## src/rtl/ddwcs_pkg.sv

```systemverilog
// shared types, constants and helpers of the wheel command shaper
`default_nettype none

package ddwcs_pkg;

   localparam int CSR_INDEX_W = 8;
   localparam int CSR_DATA_W  = 16;
   localparam int TIMEOUT_W   = 16;
   localparam int MIN_DRIVE_W = 6;
   localparam int ELAPSED_W   = 17;
   localparam int PERCENT_W   = 7;
   localparam int PCT_MAG_W   = 6;

   localparam logic [CSR_INDEX_W-1:0] CSR_TIMEOUT   = 8'd0;
   localparam logic [CSR_INDEX_W-1:0] CSR_MIN_DRIVE = 8'd1;

   localparam logic [TIMEOUT_W-1:0]   TIMEOUT_RESET   = 16'd1000;
   localparam logic [MIN_DRIVE_W-1:0] MIN_DRIVE_RESET = 6'd20;
   localparam logic [ELAPSED_W-1:0]   ELAPSED_MAX     = 17'd131071;

   // q4.12 thresholds
   localparam int STOP_LIMIT     = 41;
   localparam int SIMILAR_LIMIT  = 614;
   localparam int TURN_SUM_LIMIT = 410;
   localparam int TURN_FULL      = 2070;
   localparam int STRAIGHT_FULL  = 8780;
   localparam int CURVE_FULL     = 4390;

   // reciprocals: floor(a/69) = (a*950)>>16, n/439 ~ (n*38217)>>24, used as 2x and 5x
   localparam int TURN_RECIP     = 950;
   localparam int TURN_SHIFT     = 16;
   localparam int STRAIGHT_RECIP = 76434;
   localparam int CURVE_RECIP    = 191085;
   localparam int DRIVE_SHIFT    = 24;

   localparam logic [PCT_MAG_W-1:0] TURN_MAX_PCT     = 6'd30;
   localparam logic [PCT_MAG_W-1:0] TURN_MIN_PCT     = 6'd15;
   localparam logic [PCT_MAG_W-1:0] STRAIGHT_MAX_PCT = 6'd40;
   localparam logic [PCT_MAG_W-1:0] CURVE_MAX_PCT    = 6'd50;

   typedef enum logic [1:0] {
      KIND_COMMAND = 2'd0,
      KIND_TICK    = 2'd1,
      KIND_STOP    = 2'd2
   } kind_type;

   typedef enum logic [1:0] {
      ACTION_NONE  = 2'd0,
      ACTION_STOP  = 2'd1,
      ACTION_DRIVE = 2'd2
   } action_type;

   typedef enum logic [1:0] {
      MOTION_STOPPED  = 2'd0,
      MOTION_TURN     = 2'd1,
      MOTION_STRAIGHT = 2'd2,
      MOTION_CURVE    = 2'd3
   } motion_type;

   typedef struct packed {
      logic [TIMEOUT_W-1:0]   timeout_ms;
      logic [MIN_DRIVE_W-1:0] min_drive_percent;
   } cfg_type;

   typedef struct packed {
      logic signed [PERCENT_W-1:0] right_drive;
      logic signed [PERCENT_W-1:0] left_drive;
      motion_type                  motion;
   } drive_type;

   function automatic logic [PCT_MAG_W-1:0] raise_min(
      input logic [PCT_MAG_W-1:0] mag,
      input logic [PCT_MAG_W-1:0] floor_pct
   );
      if (mag != '0 && mag < floor_pct) begin
         return floor_pct;
      end
      return mag;
   endfunction

   function automatic logic signed [PERCENT_W-1:0] apply_sign(
      input logic [PCT_MAG_W-1:0] mag,
      input logic                 neg
   );
      logic signed [PERCENT_W-1:0] p;
      p = PERCENT_W'(signed'({1'b0, mag}));
      return neg ? -p : p;
   endfunction

endpackage

`default_nettype wire

```

## src/rtl/ddwcs_csr.sv

```systemverilog
// configuration registers: timeout and minimum drive percent
`default_nettype none

module ddwcs_csr (
   input  wire logic                                clock,
   input  wire logic                                reset,
   input  wire logic                                csr_valid,
   output logic                                     csr_ready,
   input  wire logic [ddwcs_pkg::CSR_INDEX_W-1:0]   csr_index,
   input  wire logic [ddwcs_pkg::CSR_DATA_W-1:0]    csr_data,
   output ddwcs_pkg::cfg_type                       cfg
);

   logic [ddwcs_pkg::TIMEOUT_W-1:0]   timeout_ff,   timeout_in;
   logic [ddwcs_pkg::MIN_DRIVE_W-1:0] min_drive_ff, min_drive_in;

   assign csr_ready = 1'b1;

   always_comb begin
      timeout_in   = timeout_ff;
      min_drive_in = min_drive_ff;
      if (csr_valid) begin
         unique case (csr_index)
            ddwcs_pkg::CSR_TIMEOUT: begin
               timeout_in = csr_data[ddwcs_pkg::TIMEOUT_W-1:0];
            end
            ddwcs_pkg::CSR_MIN_DRIVE: begin
               min_drive_in = csr_data[ddwcs_pkg::MIN_DRIVE_W-1:0];
            end
            default: begin
            end
         endcase
      end
   end

   always_ff @(posedge clock) begin
      if (reset) begin
         timeout_ff   <= ddwcs_pkg::TIMEOUT_RESET;
         min_drive_ff <= ddwcs_pkg::MIN_DRIVE_RESET;
      end else begin
         timeout_ff   <= timeout_in;
         min_drive_ff <= min_drive_in;
      end
   end

   assign cfg.timeout_ms        = timeout_ff;
   assign cfg.min_drive_percent = min_drive_ff;

endmodule

`default_nettype wire

```

## src/rtl/ddwcs_shape.sv

```systemverilog
// command classifier and percent scaling datapath
`default_nettype none

module ddwcs_shape #(
   parameter int VELOCITY_WIDTH = 16
) (
   input  wire logic signed [VELOCITY_WIDTH-1:0]     left_velocity,
   input  wire logic signed [VELOCITY_WIDTH-1:0]     right_velocity,
   input  wire logic [ddwcs_pkg::MIN_DRIVE_W-1:0]    min_drive_percent,
   output logic                                      stopped,
   output ddwcs_pkg::drive_type                      drive
);

   localparam int MAG_W = (VELOCITY_WIDTH + 1 > 16) ? VELOCITY_WIDTH + 1 : 16;
   localparam int EXT_W = MAG_W + 1;

   logic signed [EXT_W-1:0] l_ext, r_ext, sum_ext, diff_ext;
   logic [MAG_W-1:0] l_mag, r_mag, sum_mag, diff_mag;
   logic l_neg, r_neg, l_pos, r_pos, same, straight, in_place;
   logic [ddwcs_pkg::MIN_DRIVE_W-1:0] min_eff;
   logic [21:0] turn_prod;
   logic [31:0] straight_prod, l_curve_prod, r_curve_prod;
   logic [ddwcs_pkg::PCT_MAG_W-1:0] turn_q, turn_pw, straight_q, straight_pw;
   logic [ddwcs_pkg::PCT_MAG_W-1:0] l_curve_q, r_curve_q, l_curve_pw, r_curve_pw;

   assign l_ext    = EXT_W'(left_velocity);
   assign r_ext    = EXT_W'(right_velocity);
   assign sum_ext  = l_ext + r_ext;
   assign diff_ext = l_ext - r_ext;

   assign l_mag    = l_ext[EXT_W-1]    ? MAG_W'(-l_ext)    : MAG_W'(l_ext);
   assign r_mag    = r_ext[EXT_W-1]    ? MAG_W'(-r_ext)    : MAG_W'(r_ext);
   assign sum_mag  = sum_ext[EXT_W-1]  ? MAG_W'(-sum_ext)  : MAG_W'(sum_ext);
   assign diff_mag = diff_ext[EXT_W-1] ? MAG_W'(-diff_ext) : MAG_W'(diff_ext);

   assign l_neg = l_ext[EXT_W-1];
   assign r_neg = r_ext[EXT_W-1];
   assign l_pos = !l_neg && (l_ext != '0);
   assign r_pos = !r_neg && (r_ext != '0);

   assign stopped  = (l_mag < MAG_W'(ddwcs_pkg::STOP_LIMIT))
                  && (r_mag < MAG_W'(ddwcs_pkg::STOP_LIMIT));
   assign same     = (l_pos && r_pos) || (l_neg && r_neg);
   assign straight = same && (diff_mag < MAG_W'(ddwcs_pkg::SIMILAR_LIMIT));
   assign in_place = !same && (sum_mag < MAG_W'(ddwcs_pkg::TURN_SUM_LIMIT));

   assign min_eff = (min_drive_percent > ddwcs_pkg::CURVE_MAX_PCT)
                  ? ddwcs_pkg::CURVE_MAX_PCT : min_drive_percent;

   // in-place turn
   assign turn_prod = 22'(l_mag[11:0]) * 22'(ddwcs_pkg::TURN_RECIP);
   assign turn_q    = turn_prod[ddwcs_pkg::TURN_SHIFT +: ddwcs_pkg::PCT_MAG_W];

   always_comb begin
      if (l_mag >= MAG_W'(ddwcs_pkg::TURN_FULL)) begin
         turn_pw = ddwcs_pkg::TURN_MAX_PCT;
      end else if (turn_q < ddwcs_pkg::TURN_MIN_PCT) begin
         turn_pw = ddwcs_pkg::TURN_MIN_PCT;
      end else begin
         turn_pw = turn_q;
      end
   end

   // straight: sum scaled to +-40
   assign straight_prod = 32'(sum_mag[13:0]) * 32'(ddwcs_pkg::STRAIGHT_RECIP);
   assign straight_q    = straight_prod[ddwcs_pkg::DRIVE_SHIFT +: ddwcs_pkg::PCT_MAG_W];
   assign straight_pw   = ddwcs_pkg::raise_min(
      (sum_mag >= MAG_W'(ddwcs_pkg::STRAIGHT_FULL)) ? ddwcs_pkg::STRAIGHT_MAX_PCT
                                                     : straight_q,
      min_eff);

   // curve: each wheel scaled to +-50
   assign l_curve_prod = 32'(l_mag[12:0]) * 32'(ddwcs_pkg::CURVE_RECIP);
   assign r_curve_prod = 32'(r_mag[12:0]) * 32'(ddwcs_pkg::CURVE_RECIP);
   assign l_curve_q    = l_curve_prod[ddwcs_pkg::DRIVE_SHIFT +: ddwcs_pkg::PCT_MAG_W];
   assign r_curve_q    = r_curve_prod[ddwcs_pkg::DRIVE_SHIFT +: ddwcs_pkg::PCT_MAG_W];
   assign l_curve_pw   = ddwcs_pkg::raise_min(
      (l_mag >= MAG_W'(ddwcs_pkg::CURVE_FULL)) ? ddwcs_pkg::CURVE_MAX_PCT : l_curve_q,
      min_eff);
   assign r_curve_pw   = ddwcs_pkg::raise_min(
      (r_mag >= MAG_W'(ddwcs_pkg::CURVE_FULL)) ? ddwcs_pkg::CURVE_MAX_PCT : r_curve_q,
      min_eff);

   always_comb begin
      if (in_place) begin
         drive.motion      = ddwcs_pkg::MOTION_TURN;
         drive.left_drive  = ddwcs_pkg::apply_sign(turn_pw, l_neg);
         drive.right_drive = ddwcs_pkg::apply_sign(turn_pw, r_neg);
      end else if (straight) begin
         drive.motion      = ddwcs_pkg::MOTION_STRAIGHT;
         drive.left_drive  = ddwcs_pkg::apply_sign(straight_pw, sum_ext[EXT_W-1]);
         drive.right_drive = ddwcs_pkg::apply_sign(straight_pw, sum_ext[EXT_W-1]);
      end else begin
         drive.motion      = ddwcs_pkg::MOTION_CURVE;
         drive.left_drive  = ddwcs_pkg::apply_sign(l_curve_pw, l_neg);
         drive.right_drive = ddwcs_pkg::apply_sign(r_curve_pw, r_neg);
      end
   end

endmodule

`default_nettype wire

```

## src/rtl/diff_drive_wheel_command_shaper.sv

```systemverilog
// top level of the differential-drive wheel command shaper
// Takes one beat per cycle unless stalled: a velocity command, a millisecond tick
// or a stop request (req_tuser), and gives exactly one result beat for each. A beat
// passes an input register, then the classify/scale logic and the halted/elapsed
// update, then the result register, which offers it on rsp_. The sustained rate is
// one beat per cycle while rsp_tready stays high. A stalled result holds the result
// register, and req_tready drops only once the input register is also full.
// Configuration writes on the csr_ channel are always taken and must only be issued
// while no beat is in flight.
`default_nettype none

module diff_drive_wheel_command_shaper #(
   parameter int VELOCITY_WIDTH = 16
) (
   input  wire logic                              clock,
   input  wire logic                              reset,
   input  wire logic                              req_tvalid,
   output logic                                   req_tready,
   // left_velocity, right_velocity, zero padding
   input  wire logic [((2*VELOCITY_WIDTH+7)/8)*8-1:0] req_tdata,
   // kind
   input  wire logic [1:0]                        req_tuser,
   output logic                                   rsp_tvalid,
   input  wire logic                              rsp_tready,
   // motion, left_drive, right_drive
   output logic [15:0]                            rsp_tdata,
   // action
   output logic [1:0]                             rsp_tuser,
   input  wire logic                              csr_valid,
   output logic                                   csr_ready,
   input  wire logic [ddwcs_pkg::CSR_INDEX_W-1:0] csr_index,
   input  wire logic [ddwcs_pkg::CSR_DATA_W-1:0]  csr_data
);

   ddwcs_pkg::cfg_type   cfg;
   ddwcs_pkg::drive_type drive, drive_zero;
   logic                 stopped;

   logic                             s1_valid_ff, s1_valid_in;
   logic [1:0]                       kind_ff;
   logic signed [VELOCITY_WIDTH-1:0] left_ff, right_ff;

   logic                             rsp_valid_ff, rsp_valid_in;
   ddwcs_pkg::action_type            action_ff, action_in;
   ddwcs_pkg::drive_type             result_ff, result_in;

   logic                             halted_ff, halted_in;
   logic [ddwcs_pkg::ELAPSED_W-1:0]  elapsed_ff, elapsed_in, elapsed_inc;

   logic advance, take, fire;

   ddwcs_csr u_csr (
      .clock     (clock),
      .reset     (reset),
      .csr_valid (csr_valid),
      .csr_ready (csr_ready),
      .csr_index (csr_index),
      .csr_data  (csr_data),
      .cfg       (cfg)
   );

   ddwcs_shape #(
      .VELOCITY_WIDTH (VELOCITY_WIDTH)
   ) u_shape (
      .left_velocity     (left_ff),
      .right_velocity    (right_ff),
      .min_drive_percent (cfg.min_drive_percent),
      .stopped           (stopped),
      .drive             (drive)
   );

   assign advance    = !rsp_valid_ff || rsp_tready;
   assign req_tready = !s1_valid_ff || advance;
   assign take       = req_tvalid && req_tready;
   assign fire       = s1_valid_ff && advance;

   assign s1_valid_in  = take ? 1'b1 : (fire ? 1'b0 : s1_valid_ff);
   assign rsp_valid_in = advance ? s1_valid_ff : rsp_valid_ff;

   assign drive_zero.motion      = ddwcs_pkg::MOTION_STOPPED;
   assign drive_zero.left_drive  = '0;
   assign drive_zero.right_drive = '0;

   assign elapsed_inc = (elapsed_ff != ddwcs_pkg::ELAPSED_MAX)
                      ? elapsed_ff + ddwcs_pkg::ELAPSED_W'(1) : elapsed_ff;

   always_comb begin
      halted_in  = halted_ff;
      elapsed_in = elapsed_ff;
      action_in  = ddwcs_pkg::ACTION_NONE;
      result_in  = drive_zero;
      unique case (kind_ff)
         ddwcs_pkg::KIND_TICK: begin
            elapsed_in = elapsed_inc;
            if (!halted_ff && elapsed_inc > ddwcs_pkg::ELAPSED_W'(cfg.timeout_ms)) begin
               halted_in = 1'b1;
               action_in = ddwcs_pkg::ACTION_STOP;
            end
         end
         ddwcs_pkg::KIND_STOP: begin
            halted_in = 1'b1;
            action_in = ddwcs_pkg::ACTION_STOP;
         end
         ddwcs_pkg::KIND_COMMAND: begin
            elapsed_in = '0;
            if (stopped) begin
               halted_in = 1'b1;
               action_in = ddwcs_pkg::ACTION_STOP;
            end else begin
               halted_in = 1'b0;
               action_in = ddwcs_pkg::ACTION_DRIVE;
               result_in = drive;
            end
         end
         default: begin
         end
      endcase
   end

   always_ff @(posedge clock) begin
      if (reset) begin
         s1_valid_ff  <= 1'b0;
         rsp_valid_ff <= 1'b0;
         halted_ff    <= 1'b1;
         elapsed_ff   <= '0;
      end else begin
         s1_valid_ff  <= s1_valid_in;
         rsp_valid_ff <= rsp_valid_in;
         if (fire) begin
            halted_ff  <= halted_in;
            elapsed_ff <= elapsed_in;
         end
      end
   end

   always_ff @(posedge clock) begin
      if (take) begin
         kind_ff  <= req_tuser;
         left_ff  <= req_tdata[VELOCITY_WIDTH-1:0];
         right_ff <= req_tdata[2*VELOCITY_WIDTH-1:VELOCITY_WIDTH];
      end
      if (fire) begin
         action_ff <= action_in;
         result_ff <= result_in;
      end
   end

   assign rsp_tvalid = rsp_valid_ff;
   assign rsp_tuser  = action_ff;
   assign rsp_tdata  = result_ff;

endmodule

`default_nettype wire
```

## config.mk

```make
export PLATFORM = sky130hd
export DESIGN_NAME = diff_drive_wheel_command_shaper
export DESIGN_NICKNAME = d
export VERILOG_FILES = /design/src/rtl/ddwcs_pkg.sv /design/src/rtl/ddwcs_csr.sv /design/src/rtl/ddwcs_shape.sv /design/src/rtl/diff_drive_wheel_command_shaper.sv
export SDC_FILE = /design/constraint.sdc
export NUM_CORES = 1
export LEC_CHECK = 0
export BUFFER_PORTS_ARGS = -buffer_cell sky130_fd_sc_hd__buf_2
export CORE_MARGIN = 3
export CORE_UTILIZATION = 45
export DETAILED_ROUTE_END_ITERATION = 10
export PLACE_DENSITY = 0.72
export SLEW_MARGIN = 10
export SYNTH_ARGS = -nofsm -noshare
export SYNTH_HDL_FRONTEND = slang
export SYNTH_HIERARCHICAL = 1
export SYNTH_SLANG_ARGS = --single-unit
```

## constraint.sdc

```tcl
create_clock -name clock -period 25.6 [get_ports clock]
set_input_delay 3.84 -clock clock [delete_from_list [all_inputs] [get_ports clock]]
set_output_delay 3.84 -clock clock [all_outputs]
set_load 0.01 [all_outputs]
```

# Word-level counts from Yosys, hierarchy flattened
# Index checks and enable logic that the tools add are counted.
# W data, S select, Z words.
# op_classes
add_sub_neg,11
n_mul,4
magnitude_cmp,14
n_eq_ne,5
n_mux,36
bitwise_logic,1
n_reduce_logical,38
# ops
op,count
$mux W17,5
$mux W6,12
$mul A13 B18 Y30 const B,2
$reduce_bool A18 Y1,2
$mux W7,5
$ge A17 B13 Y1 const B,2
$lt A17 B6 Y1 const B,2
$neg A16 Y17,2
$neg A17 Y17,2
$pmux W17 S2,1
$mux W16,2
$mul A14 B16 Y29 const B,1
$neg A6 Y7,4
$mul A12 B9 Y21 const B,1
$lt A6 B6 Y1,3
$reduce_bool A6 Y1,3
$add A16 B16 Y17,1
$add A17 B1 Y17 const B,1
$ge A17 B12 Y1 const B,1
$ge A17 B14 Y1 const B,1
$gt A17 B16 Y1,1
$lt A17 B10 Y1 const B,1
$lt A17 B9 Y1 const B,1
$ne A17 B17 Y1 const B,1
other kinds (23),52
# word_totals
regBits,94
inputBits,63
wordCells,123

# Longest topological paths before layout
# depth
ltp_word,13
ltp_mapped,50
mapped_depth_nobuf,47

# Modules after synthesis
# The synthesis kept the hierarchy.
# by_module_without_submodules
mod,n_inst,cells_each,area_per_inst_um2,seq_area_each_um2
ddwcs_shape,1,2163,18810.5,0.0
diff_drive_wheel_command_shaper,1,297,3423.3,1961.9
ddwcs_csr,1,105,957.2,440.4

# Least setup slack after synthesis
# OpenSTA, ideal clock, no wires.
# synth_timing
kind,reg2reg
from,register left_ff[0]
to,"register result_ff (netlist bit rsp_tdata[13]), data pin"
setup_time_ps,255
arrival_time_ps,10833
slack_ps,14512
stages_incl_launch_ff,45
n_path_buf,1
cell_sequence,edfxtp_1 ha_1 inv_1 fa_1 or2_4 a2111oi_1 a211oi_2 or3b_4 nor4_2 a41oi_1 xnor2_1 inv_1 ha_1 inv_1 fa_1 fa_1 inv_1 fa_1 [9 not listed] mux2i_1 and3_1 a31oi_1 or2_2 ha_1 a21oi_1 o21ai_0 a31o_2 o21a_4 buf_8 nor2_1 mux2i_1 ha_1 o311ai_1 o31a_1 mux2i_1 a211oi_1 and2_1
# synth_lines
item,line,source
start: declaration,diff_drive_wheel_command_shaper.sv:41,"logic signed [VELOCITY_WIDTH-1:0] left_ff, right_ff;"
start signal: assignment,diff_drive_wheel_command_shaper.sv:139,left_ff <= req_tdata[VELOCITY_WIDTH-1:0];
end signal: assignment,diff_drive_wheel_command_shaper.sv:144,result_ff <= result_in;
end: declaration,diff_drive_wheel_command_shaper.sv:45,"ddwcs_pkg::drive_type result_ff, result_in;"

==> flow_summary_export.csv <==
group,metric,value,unit
clock_tree,cts_root_buf,"clkbuf_16",
cells_and_area,syn_to_final_growth,6.134,%
synthesis,netlist_area,23190,um2
floorplan,die_y,233.0,um
grt,met2_usage,37.42,%
synthesis,avgSynthCellArea,9.041,um2
cells_and_area,final_cell_mix,"inv_1, ha_1, fa_1",
synthesis,yosysSeqAreaShare,10.36,%
grt,grt.total_usage,22.72,%
timing,min_period_over_period,49.49,%
floorplan,initial_core_util,45.85,%
worst_setup_path,crit_path_top_delay_cell,"edfxtp_1",
clock_tree,post-cts-setup-buffers,0,
worst_setup_path,rrSetupSlack,12.93,ns
timing,clock-skew-final,0.01454,ns
grt,grtUsageMet3,1.922,%
synthesis,synth.net_count,3318,
worst_setup_path,cp-end-kind,"flip-flop",
cells_and_area,mostFrequentLayoutCell,"inv_1",
worst_setup_path,rr_endpoint,"rsp_tdata[6]$_SDFFCE_PP0P_",
worst_setup_path,cp.required,25.73,ns
cells_and_area,fillers,4743,
clock_tree,hold_buffers,0,
grt,antenna_found_initial,1,
synthesis,synthArstFlopShare,0,%
grt,grt_max_degree,53,
placement,io_buffers,82,
timing,layout_min_cycle_time,12.67,ns
routing,initialDrtViolationCount,1405,
timing,hold_viol_final,0,
synthesis,yosys_warnings,6,
clock_tree,cts_sinks,94,
clock_tree,cts_buffer_depth,2,
grt,grt_pass1_wl,98.79,mm
min_path,hold_depth,2,
cells_and_area,nets,3379,
worst_setup_path,crit_type,"flip-flop to flip-flop",
synthesis,synth_edf_count,52,
timing,tightest_slew,1.152,ns
worst_setup_path,critPathTopFamily,"adder cells",
routing,drtPass1Iterations,6,
clock_tree,clk_pin_slew_worst_paths,0.08,ns
timing,setup_tns,0,ns
timing,slew_headroom,22.66,%
routing,vias_per_cell,5.696,
worst_setup_path,critPathBufInv,4,
placement,dp_slack,13.18,ns
synthesis,synth_top_area_share,23.04,%
grt,grt_overflow_total,0,
timing,whs,0.4787,ns
timing,setup_viol,0,
routing,routed_wl,61.70,mm
worst_setup_path,slowest_delay,0.67,ns
clock_tree,numCtsBuffers,9,
grt,grt_use_met1,32.43,%
min_path,min-delay-start,"u_csr/timeout_ff[14]$_SDFFE_PP0P_",
synthesis,ys_ff_latch,94,
worst_setup_path,crit_path_max_fanout,20,
placement,dp_hpwl,52.46,mm
synthesis,yosys-top-cells-area,"ha_1, fa_1, inv_1, edfxtp_1, dfxtp_1",
timing,drv_slew,0,
worst_setup_path,cp-start-kind,"flip-flop",
placement,gp_congestion,0.9471,
floorplan,die_x,233.0,um
worst_setup_path,r2r_cells,43,
floorplan,die_area,54300,um2
worst_setup_path,crit_arrival,12.80,ns
floorplan,io_pins,84,
run_status,outcome,"finished clean",
floorplan,core-area,50580,um2
min_path,min_path_type,"flip-flop to flip-flop",
synthesis,yosysTopAreaCell,"ha_1",
clock_tree,cts_resized,0,
timing,rsz0062_at_grt,"false",
grt,grt_pass1_vias,19060,
clock_tree,cts_tree,"yes",
min_path,whs_endpoint,"u_csr/timeout_ff[14]$_SDFFE_PP0P_",
synthesis,ys_types,122,
clock_tree,clk_latency,0.38,ns
synthesis,netlist_instances,2565,
timing,clock.fmax,78.93,MHz
run,cap_violations,0,
worst_setup_path,cp_common_cell,"ha_1",
timing,layout_setup_ws,12.93,ns
routing,drc,0,
cells_and_area,drive_gt1_share,7.184,%
grt,top_usage_layer,"met2",
clock_tree,cts_max_level,3,
floorplan,rows,82,
worst_setup_path,r2r-start,"left_ff[0]$_DFFE_PP_",
routing,ant_nets,0,
routing,wire_per_inst,18.67,um
synthesis,synth-main-ff-cell,"edfxtp_1",
routing,vias,18820,
## sequential cells by signal, indices dropped and copies added, names as in the netlist, 2 cells and up
register,count
u_csr/timeout_ff,16
rsp_tdata,16
u_csr/min_drive_ff,6
left_ff,16
right_ff,16
kind_ff,2
rsp_tuser,2
elapsed_ff,17
## tightest hold or removal path: stages, from the launching register on
cell     delay (ns)
dfxtp_1        0.31
o31ai_1        0.06
a21oi_1        0.06
## metrics by stage
step,std cells,util [%],area [um2]
final,3304,48.66,24610
after global placement,3287,48.07,24310
after floorplan,2565,-,23190
after CTS,3303,48.66,24610
after global routing,3303,48.66,24610
after detailed placement,3287,48.07,24310
## final cells by class
| cell class | count | area (um2) | share of cell area, % |
|---|---|---|---|
| multi-input combinational | 1947 | 18740 | 76.13 |
| sequential | 94 | 2402 | 9.760 |
| tap | 672 | 840.8 | 3.416 |
| clock buffer | 9 | 225.2 | 0.9150 |
| timing repair buffer | 102 | 560.5 | 2.277 |
| clock inverter | 7 | 71.32 | 0.2898 |
| antenna | 1 | 2.502 | 0.01017 |
| inverter | 472 | 1772 | 7.198 |
## cell families after synthesis
logic type	after synthesis	share of synthesized area [%]
flops	94	10.36
mux	35	1.532
fa+ha+maj	690	45.74
buf+inv	524	8.843
other cells	1	0.01617
compound gates	506	14.94
simple gates	598	14.05
xor+xnor	117	4.510
## how the worst max path moves through the flow
stage,cells after the start,to,slack (ns),from
after floorplan,44,rsp_tdata[13]$_SDFFCE_PP0P_,14.51,left_ff[0]$_DFFE_PP_
after global placement,44,rsp_tdata[13]$_SDFFCE_PP0P_,13.56,left_ff[0]$_DFFE_PP_
after detailed placement,43,rsp_tdata[6]$_SDFFCE_PP0P_,13.18,left_ff[0]$_DFFE_PP_
after CTS,43,rsp_tdata[6]$_SDFFCE_PP0P_,13.11,left_ff[0]$_DFFE_PP_
after global routing,43,rsp_tdata[6]$_SDFFCE_PP0P_,11.92,left_ff[0]$_DFFE_PP_
final,43,rsp_tdata[6]$_SDFFCE_PP0P_,12.93,left_ff[0]$_DFFE_PP_
## synthesized netlist by cell type (31+ instances only)
cell      count
nor3_1       47
a21oi_1     118
nor2_1      147
o31ai_1      32
o21ai_0      97
nand4_1      32
a21o_1       50
nand3_1      49
edfxtp_1     52
inv_1       471
ha_1        427
xor2_1       33
mux2i_1      31
dfxtp_1      42
clkbuf_1     34
xnor2_1      82
fa_1        263
nand2_1     101
## layer usage
metal | vias to the layer above | part of all wire, %
li1 | 8928 | -
met1 | 9190 | 46
met2 | 629 | 46
met3 | 72 | 5.7
met4 | 2 | 2.0
met5 | - | 0.019
Power is not shown: default switching activity piles up to over one toggle a cycle in this logic, so the estimate is an artifact.
